`config.mk`:
```
export PLATFORM = sky130hd
export DESIGN_NAME = beep_pattern_sequencer_unit
export DESIGN_NICKNAME = d
export VERILOG_FILES = /design/src/bps_pkg.sv /design/src/bps_tick_div.sv /design/src/bps_pattern.sv /design/src/beep_pattern_sequencer_unit.sv
export SDC_FILE = /design/constraint.sdc
export NUM_CORES = 1
export LEC_CHECK = 0
export BUFFER_PORTS_ARGS = -buffer_cell sky130_fd_sc_hd__buf_2
export CORE_MARGIN = 1
export CORE_UTILIZATION = 53
export CTS_CLUSTER_DIAMETER = 200
export DETAILED_ROUTE_END_ITERATION = 8
export MAX_ROUTING_LAYER = met4
export PLACE_DENSITY = 0.8
export SYNTH_ARGS = -nofsm -noshare
export SYNTH_HDL_FRONTEND = slang
export SYNTH_HIERARCHICAL = 1
export SYNTH_SLANG_ARGS = --single-unit
```
`constraint.sdc`:
```
create_clock -name clk_i -period 2.62 [get_ports clk_i]
set_clock_uncertainty 0.2 [all_clocks]
set_input_delay 0.393 -clock clk_i [delete_from_list [all_inputs] [get_ports clk_i]]
set_output_delay 0.393 -clock clk_i [all_outputs]
set_load 0.05 [all_outputs]
```
`src/bps_pkg.sv`:
```
// Shared types and constants for the beep pattern sequencer.
`default_nettype none

package bps_pkg;

  localparam int unsigned OUT_W     = 32;  // width of the reported tick counters
  localparam int unsigned DIV_W     = 4;   // divide phase counter width
  localparam int unsigned PHASE_W   = 16;  // phase length width
  localparam int unsigned BEEP_W    = 8;   // beep repeat count width
  localparam int unsigned CFG_W     = 16;  // widest configuration register
  localparam int unsigned CFG_IDX_W = 2;

  localparam logic [CFG_IDX_W-1:0] CFG_PLAY_TICKS   = 2'd0;
  localparam logic [CFG_IDX_W-1:0] CFG_PAUSE_TICKS  = 2'd1;
  localparam logic [CFG_IDX_W-1:0] CFG_REPEAT_COUNT = 2'd2;

  localparam logic [BEEP_W-1:0] ENDLESS_REPEAT = 8'd255;
  localparam logic [BEEP_W-1:0] REPEAT_RESET   = 8'd1;

  // Command flags of one accepted tick.
  typedef struct packed {
    logic accept;
    logic start;
    logic stop;
    logic clear;
  } cmd_t;

endpackage

`default_nettype wire

```
`src/bps_tick_div.sv`:
```
// Millisecond counter, tick divider and divided counter.
`default_nettype none

module bps_tick_div import bps_pkg::*; #(
  parameter int unsigned TICK_DIVIDE = 10,
  parameter int unsigned COUNT_WIDTH = 32
) (
  input  wire logic             clk_i,
  input  wire logic             rst_ni,
  input  wire cmd_t             cmd_i,
  output logic                  div_tick_o,
  output logic [OUT_W-1:0]      ms_count_o,
  output logic [OUT_W-1:0]      tens_count_o
);

  localparam logic [DIV_W-1:0] DivLast = DIV_W'(TICK_DIVIDE);

  logic [COUNT_WIDTH-1:0] ms_q, ms_d;
  logic [COUNT_WIDTH-1:0] tens_q, tens_d;
  logic [DIV_W-1:0]       phase_q, phase_d;
  logic [DIV_W-1:0]       phase_inc;
  logic [COUNT_WIDTH-1:0] ms_base, tens_base;

  assign phase_inc  = phase_q + DIV_W'(1);
  assign div_tick_o = (phase_inc >= DivLast);

  always_comb begin
    ms_base   = cmd_i.clear ? '0 : ms_q;
    tens_base = cmd_i.clear ? '0 : tens_q;
    ms_d      = ms_base + COUNT_WIDTH'(1);
    tens_d    = div_tick_o ? tens_base + COUNT_WIDTH'(1) : tens_base;
    phase_d   = div_tick_o ? '0 : phase_inc;
  end

  always_ff @(posedge clk_i or negedge rst_ni) begin
    if (!rst_ni) begin
      ms_q    <= '0;
      tens_q  <= '0;
      phase_q <= '0;
    end else if (cmd_i.accept) begin
      ms_q    <= ms_d;
      tens_q  <= tens_d;
      phase_q <= phase_d;
    end
  end

  // Report the low bits, zero-extended for narrow counters.
  if (COUNT_WIDTH >= OUT_W) begin : g_wide
    assign ms_count_o   = ms_q[OUT_W-1:0];
    assign tens_count_o = tens_q[OUT_W-1:0];
  end else begin : g_narrow
    assign ms_count_o   = {{(OUT_W-COUNT_WIDTH){1'b0}}, ms_q};
    assign tens_count_o = {{(OUT_W-COUNT_WIDTH){1'b0}}, tens_q};
  end

endmodule

`default_nettype wire

```
`src/bps_pattern.sv`:
```
// Configuration registers and beep pattern state machine.
`default_nettype none

module bps_pattern import bps_pkg::*; (
  input  wire logic                 clk_i,
  input  wire logic                 rst_ni,
  input  wire logic                 cfg_we_i,
  input  wire logic [CFG_IDX_W-1:0] cfg_idx_i,
  input  wire logic [CFG_W-1:0]     cfg_data_i,
  input  wire cmd_t                 cmd_i,
  input  wire logic                 div_tick_i,
  output logic                      tone_on_o,
  output logic                      playing_o
);

  logic [PHASE_W-1:0] play_q, pause_q;
  logic [BEEP_W-1:0]  repeat_q;

  logic [PHASE_W-1:0] remain_q, remain_d;
  logic [BEEP_W-1:0]  beeps_q, beeps_d;
  logic               active_q, active_d;
  logic               tone_q, tone_d;

  always_ff @(posedge clk_i or negedge rst_ni) begin
    if (!rst_ni) begin
      play_q   <= '0;
      pause_q  <= '0;
      repeat_q <= REPEAT_RESET;
    end else if (cfg_we_i) begin
      unique case (cfg_idx_i)
        CFG_PLAY_TICKS:   play_q   <= cfg_data_i;
        CFG_PAUSE_TICKS:  pause_q  <= cfg_data_i;
        CFG_REPEAT_COUNT: repeat_q <= cfg_data_i[BEEP_W-1:0];
        default: ;
      endcase
    end
  end

  always_comb begin
    remain_d = remain_q;
    beeps_d  = beeps_q;
    active_d = active_q;
    tone_d   = tone_q;
    if (cmd_i.start) begin
      active_d = 1'b1;
      beeps_d  = repeat_q;
      remain_d = '0;
      tone_d   = 1'b0;
    end
    if (cmd_i.stop) begin
      active_d = 1'b0;
      tone_d   = 1'b0;
    end
    if (div_tick_i && active_d) begin
      if (remain_d != '0) begin
        remain_d = remain_d - PHASE_W'(1);
      end else if (tone_d) begin
        // End of a tone phase: count the beep unless endless.
        if (beeps_d != ENDLESS_REPEAT) begin
          if (beeps_d != '0) beeps_d = beeps_d - BEEP_W'(1);
          if (beeps_d == '0) begin
            active_d = 1'b0;
            tone_d   = 1'b0;
          end
        end
        if (pause_q != '0) begin
          remain_d = pause_q;
          tone_d   = 1'b0;
        end else begin
          remain_d = play_q;
        end
      end else begin
        remain_d = play_q;
        tone_d   = 1'b1;
      end
    end
  end

  always_ff @(posedge clk_i or negedge rst_ni) begin
    if (!rst_ni) begin
      remain_q <= '0;
      beeps_q  <= '0;
      active_q <= 1'b0;
      tone_q   <= 1'b0;
    end else if (cmd_i.accept) begin
      remain_q <= remain_d;
      beeps_q  <= beeps_d;
      active_q <= active_d;
      tone_q   <= tone_d;
    end
  end

  assign tone_on_o = tone_q;
  assign playing_o = active_q;

endmodule

`default_nettype wire

```
`src/beep_pattern_sequencer_unit.sv`:
```
// Top level of the beep pattern sequencer.
//
// Each input transaction is one millisecond tick carrying start, stop and
// clear flags; each produces exactly one output transaction with the
// millisecond count, the divided count, the tone enable and the playing flag.
// The state registers double as the result register: a tick is accepted,
// and its result shows on the output in the following cycle.
// Throughput is one tick per cycle while the receiver takes each result: a
// new tick is accepted in the same cycle that the pending result is taken,
// so in_ready_o is high whenever the result slot is empty or being drained.
// When the receiver stalls, the result holds and in_ready_o drops until
// the result is taken.
// Reset clears the counters, the pattern state and the output valid, and
// sets the configuration to play 0, pause 0, repeat 1.
// Configuration writes take effect on the next clock edge; the user must make
// them while no tick is outstanding, which the block itself does not enforce.
`default_nettype none

module beep_pattern_sequencer_unit import bps_pkg::*; #(
  parameter int unsigned TICK_DIVIDE = 10,
  parameter int unsigned COUNT_WIDTH = 32
) (
  input  wire logic                 clk_i,
  input  wire logic                 rst_ni,
  input  wire logic                 cfg_we_i,
  input  wire logic [CFG_IDX_W-1:0] cfg_idx_i,
  input  wire logic [CFG_W-1:0]     cfg_data_i,
  input  wire logic                 in_valid_i,
  output logic                      in_ready_o,
  input  wire logic                 start_beep_i,
  input  wire logic                 stop_beep_i,
  input  wire logic                 clear_counts_i,
  output logic                      out_valid_o,
  input  wire logic                 out_ready_i,
  output logic [OUT_W-1:0]          ms_count_o,
  output logic [OUT_W-1:0]          tens_count_o,
  output logic                      tone_on_o,
  output logic                      playing_o
);

  cmd_t cmd;
  logic div_tick;
  logic out_valid_q, out_valid_d;

  assign in_ready_o = !out_valid_q || out_ready_i;

  always_comb begin
    cmd.accept = in_valid_i && in_ready_o;
    cmd.start  = start_beep_i;
    cmd.stop   = stop_beep_i;
    cmd.clear  = clear_counts_i;
  end

  // Hold the result until taken; refill on every accepted tick.
  assign out_valid_d = cmd.accept || (out_valid_q && !out_ready_i);

  always_ff @(posedge clk_i or negedge rst_ni) begin
    if (!rst_ni) begin
      out_valid_q <= 1'b0;
    end else begin
      out_valid_q <= out_valid_d;
    end
  end

  assign out_valid_o = out_valid_q;

  bps_tick_div #(
    .TICK_DIVIDE (TICK_DIVIDE),
    .COUNT_WIDTH (COUNT_WIDTH)
  ) u_tick_div (
    .clk_i        (clk_i),
    .rst_ni       (rst_ni),
    .cmd_i        (cmd),
    .div_tick_o   (div_tick),
    .ms_count_o   (ms_count_o),
    .tens_count_o (tens_count_o)
  );

  bps_pattern u_pattern (
    .clk_i      (clk_i),
    .rst_ni     (rst_ni),
    .cfg_we_i   (cfg_we_i),
    .cfg_idx_i  (cfg_idx_i),
    .cfg_data_i (cfg_data_i),
    .cmd_i      (cmd),
    .div_tick_i (div_tick),
    .tone_on_o  (tone_on_o),
    .playing_o  (playing_o)
  );

endmodule

`default_nettype wire

```
==> results.py <==
metrics = {
    "setup_path": {
        "crit_path_start_kind": "flop",
        "cp.depth": 9,
        "crit_family": "compound AO/OA/AOI/OAI gates",
        "r2r-start": "u_pattern/beeps_q[0]",
        "worstPathRequired_ns": 2.72,
        "path_buf_inv": 1,
        "r2r_cells": 9,
        "path_class": "reg -> reg",
        "crit_chain": "nor2b_1 -> a21oi_2 -> ha_4 -> inv_1 -> a211oi_2 -> xor2_1 -> a31oi_2 -> nor4_2 -> o21ai_1",
        "crit_start": "u_pattern/beeps_q[0]",
        "cp_data_arrival_time_ns": 2.69,
        "worst_path_max_delay_cell": "dfrtp_1",
        "cp-end-kind": "flop",
        "max_stage_delay_ns": 0.40,
        "critPathMaxFanout": 5,
    },
    "route": {
        "via_per_inst": 5.91,
        "wl_per_cell_um": 17.3,
        "dr_total_vias": 6587,
        "dr.pass1.iters": 7,
        "drt_iter0_markers": 443,
        "final_antenna_net_count": 0,
        "totalWireLength_mm": 19.3,
        "drc_errors": 0,
    },
    "final_layout": {
        "num-fill-cells": 1078,
        "seqCellArea_um2": 3380,
        "multi_input_area_um2": 4110,
        "insertedDiodeCount": 0,
        "nNetsFinal": 958,
        "final_cell_area_um2": 9410,
        "drive_gt1_share_pct": 31.1,
        "area_delta_synth_final_pct": 24.3,
    },
    "yosys": {
        "synth_top_cell_by_area": "dfrtp_1",
        "avgSynthCellArea_um2": 9.75,
        "ys_seq_area_share_pct": 44.6,
        "yosys.cell_types.count": 75,
        "yosys_warnings": 6,
        "netlist_area_um2": 7570,
        "synthTopCellsByArea": "dfrtp_1 (44%), mux2_2 (7.4%), nand2_1 (5.6%)",
        "synth_top_area_share_pct": 44.3,
        "synthArstFlopShare_pct": 100,
        "syn_inst": 776,
        "synth_seq_cells": 135,
        "syn_nets": 811,
        "synth-main-ff-cell": "dfrtp_1",
        "synth_edf_count": 0,
    },
    "sta": {
        "maxSlewViolCount": 0,
        "timing.setup.tns_ns": 0,
        "hold_violations": 0,
        "clock.fmax_ghz": 0.386,
        "finalSetupViolCount": 0,
        "fin_crit_sh_pct": 98.9,
        "tightest_slew_ns": 0.618,
        "rsz0062_at_grt": "yes",
        "layout_setup_ws_ns": 0.0292,
        "hold_ws_ns": 0.0199,
        "slew_headroom_pct": 58.4,
        "period_needed_ns": 2.59,
    },
    "hold_path": {
        "holdPathStages": 2,
        "hold_path_class": "in -> reg",
        "min-delay-start": "cfg_data_i[8]",
    },
    "clocking": {
        "cts-root-buf": "clkbuf_16",
        "clock_latency_ns": 0.42,
        "cts_tree": "built",
        "cts_max_path_buffers": 2,
        "clock_sinks": 135,
        "clk_pin_slew_ns": 0.06,
        "numCtsBuffers": 17,
        "htreeDepth": 4,
    },
    "global_routing": {
        "grt_max_degree": 60,
        "grt_pass1_vias": 6350,
        "grt_pass1_wl_mm": 31.4,
        "grt_use_total_pct": 28.0,
        "grt.overflow.total": 0,
        "antenna_found_initial": 0,
    },
    "placed_design": {
        "place_ws_ns": -0.0358,
        "io_buffers": 93,
        "dp_hpwl_mm": 13.4,
        "placed_area_um2": 8700,
        "gp_congestion": 0.954,
    },
    "floorplanning": {
        "coreArea_um2": 13900,
        "die-area_um2": 14800,
        "io-pin-count": 94,
        "die_w_um": 122,
        "std_cell_rows": 43,
        "die_h_um": 122,
        "floorplan.initialDensity_pct": 54.5,
    },
    "power_and_ir_drop": {
        "internal_power_uw": 4590,
        "swShare_pct": 33.0,
        "netSwitchingPower_uw": 2260,
        "ir_drop_v": 0.000678,
        "power_density_nw_per_um2": 728,
        "leakagePower_uw": 0.00406,
        "p_comb_share_pct": 28.6,
        "pwr-share-seq_pct": 37.6,
        "pwr-share-clk_pct": 33.8,
        "fin_total_pwr_uw": 6850,
    },
    "job": {
        "max-cap-violations": 0,
    },
    "status": {
        "status": "finished clean",
    },
}
final timing paths:
check | endpoint | slack (ns)
setup / recovery | u_pattern/tone_on_o | 0.03
max in group asynchronous | u_pattern/remain_q[13] | 1.24
setup reg to reg | u_pattern/tone_on_o | 0.03
hold reg to reg | u_pattern/play_q[8] | 0.30
hold / removal | u_pattern/play_q[8] | 0.02
min in group asynchronous | u_pattern/beeps_q[0] | 0.31
cell families (layout without fill, tap and decap cells):
| logic type | count (synthesis) | after routing | share of synthesized area, % |
|---|---|---|---|
| muxes | 60 | 60 | 8.76 |
| adders and majority gates | 9 | 9 | 1.49 |
| DFF | 135 | 135 | 44.6 |
| AOI/OAI and AO/OA | 117 | 117 | 10.5 |
| buffers and inverters | 60 | 219 | 3.36 |
| xor gates and xnor gates | 64 | 64 | 7.40 |
| and+or+nand+nor | 331 | 331 | 23.8 |
worst reg2reg max path: cells and delay by family, from the launching register on:
family                     cells  cell delay, ns
AOI/OAI and AO/OA              4            0.76
buffers and inverters          1            0.08
DFF                            1            0.40
adders and majority gates      1            0.23
and+or+nand+nor                2            0.50
xor gates and xnor gates       1            0.31
synthesized netlist by cell type (18+ instances only):
cell	n
mux2_2	50
dfrtp_1	134
nand2_1	112
inv_1	24
clkbuf_1	27
nor2_1	40
nand3_1	31
o21ai_0	31
xnor2_1	46
nor3_1	33
xor2_1	18
a21oi_1	24
placed cells by master, fill, tap and decap left out, drive strengths merged, types with 5 or more instances in the layout:
master / instances
buf: 162
nand2b: 7
xnor2: 46
mux2: 50
or3: 7
a32o: 10
nand4: 14
a31oi: 6
xor2: 18
clkinv: 6
nor3b: 8
ha: 9
and2: 6
nand2: 112
dfrtp: 134
o211ai: 5
and3: 6
nand3: 33
nand3b: 7
or4: 5
o22ai: 8
nor2b: 7
nor2: 40
nor4: 23
mux2i: 10
nor3: 37
o21ai: 32
clkbuf: 20
inv: 25
nand4b: 5
a21oi: 24
through the flow:
step                      instances  util, %
final                          1115     67.8
after global routing           1115     67.8
after CTS                      1112     67.0
after detailed placement       1079     62.7
after global placement         1079     62.7
after floorplan                 776        -
power by group through the flow:
stage	Sequential, uW	Combinational, uW	Clock, uW
finish	2580	1960	2310
global route	2610	2120	2430
CTS	2560	1870	2350
detailed placement	2600	1850	0
global placement	2590	1830	0
floorplan	2680	1110	0
flip-flops by register name (all words and copies together) (netlist names):
name                     cells
out_valid_o                  1
u_pattern/beeps_q            8
u_pattern/pause_q           16
u_pattern/play_q            16
u_pattern/playing_o          1
u_pattern/remain_q          16
u_pattern/repeat_q           8
u_pattern/tone_on_o          1
u_tick_div/ms_count_o       32
u_tick_div/phase_q           4
u_tick_div/tens_count_o     32
timing repair:
action	CTS	global route
setup endpoints to repair	11	21
hold buffers	2	0
setup buffers	0	3
hold endpoints to repair	56	0
resized for setup	1	15
pin swaps	1	10
routing by layer:
metal | part of all wire [%] | up-vias | global-route usage (%)
met5 | 0 | - | -
met4 | 2.4 | 0 | 10.9
met3 | 5.3 | 38 | 4.79
met2 | 48 | 249 | 43.8
met1 | 44 | 3212 | 36.3
li1 | - | 3088 | -
final cells by class:
cell class / instances / area share [%]
tap: 180 / 2.39
clock buffer: 20 / 4.75
timing repair buffer: 164 / 11.0
clock inverter: 11 / 1.33
inverter: 24 / 0.957
multi-input combinational: 581 / 43.7
sequential: 135 / 35.9
Note: power is estimated with default switching activity, not from simulation.
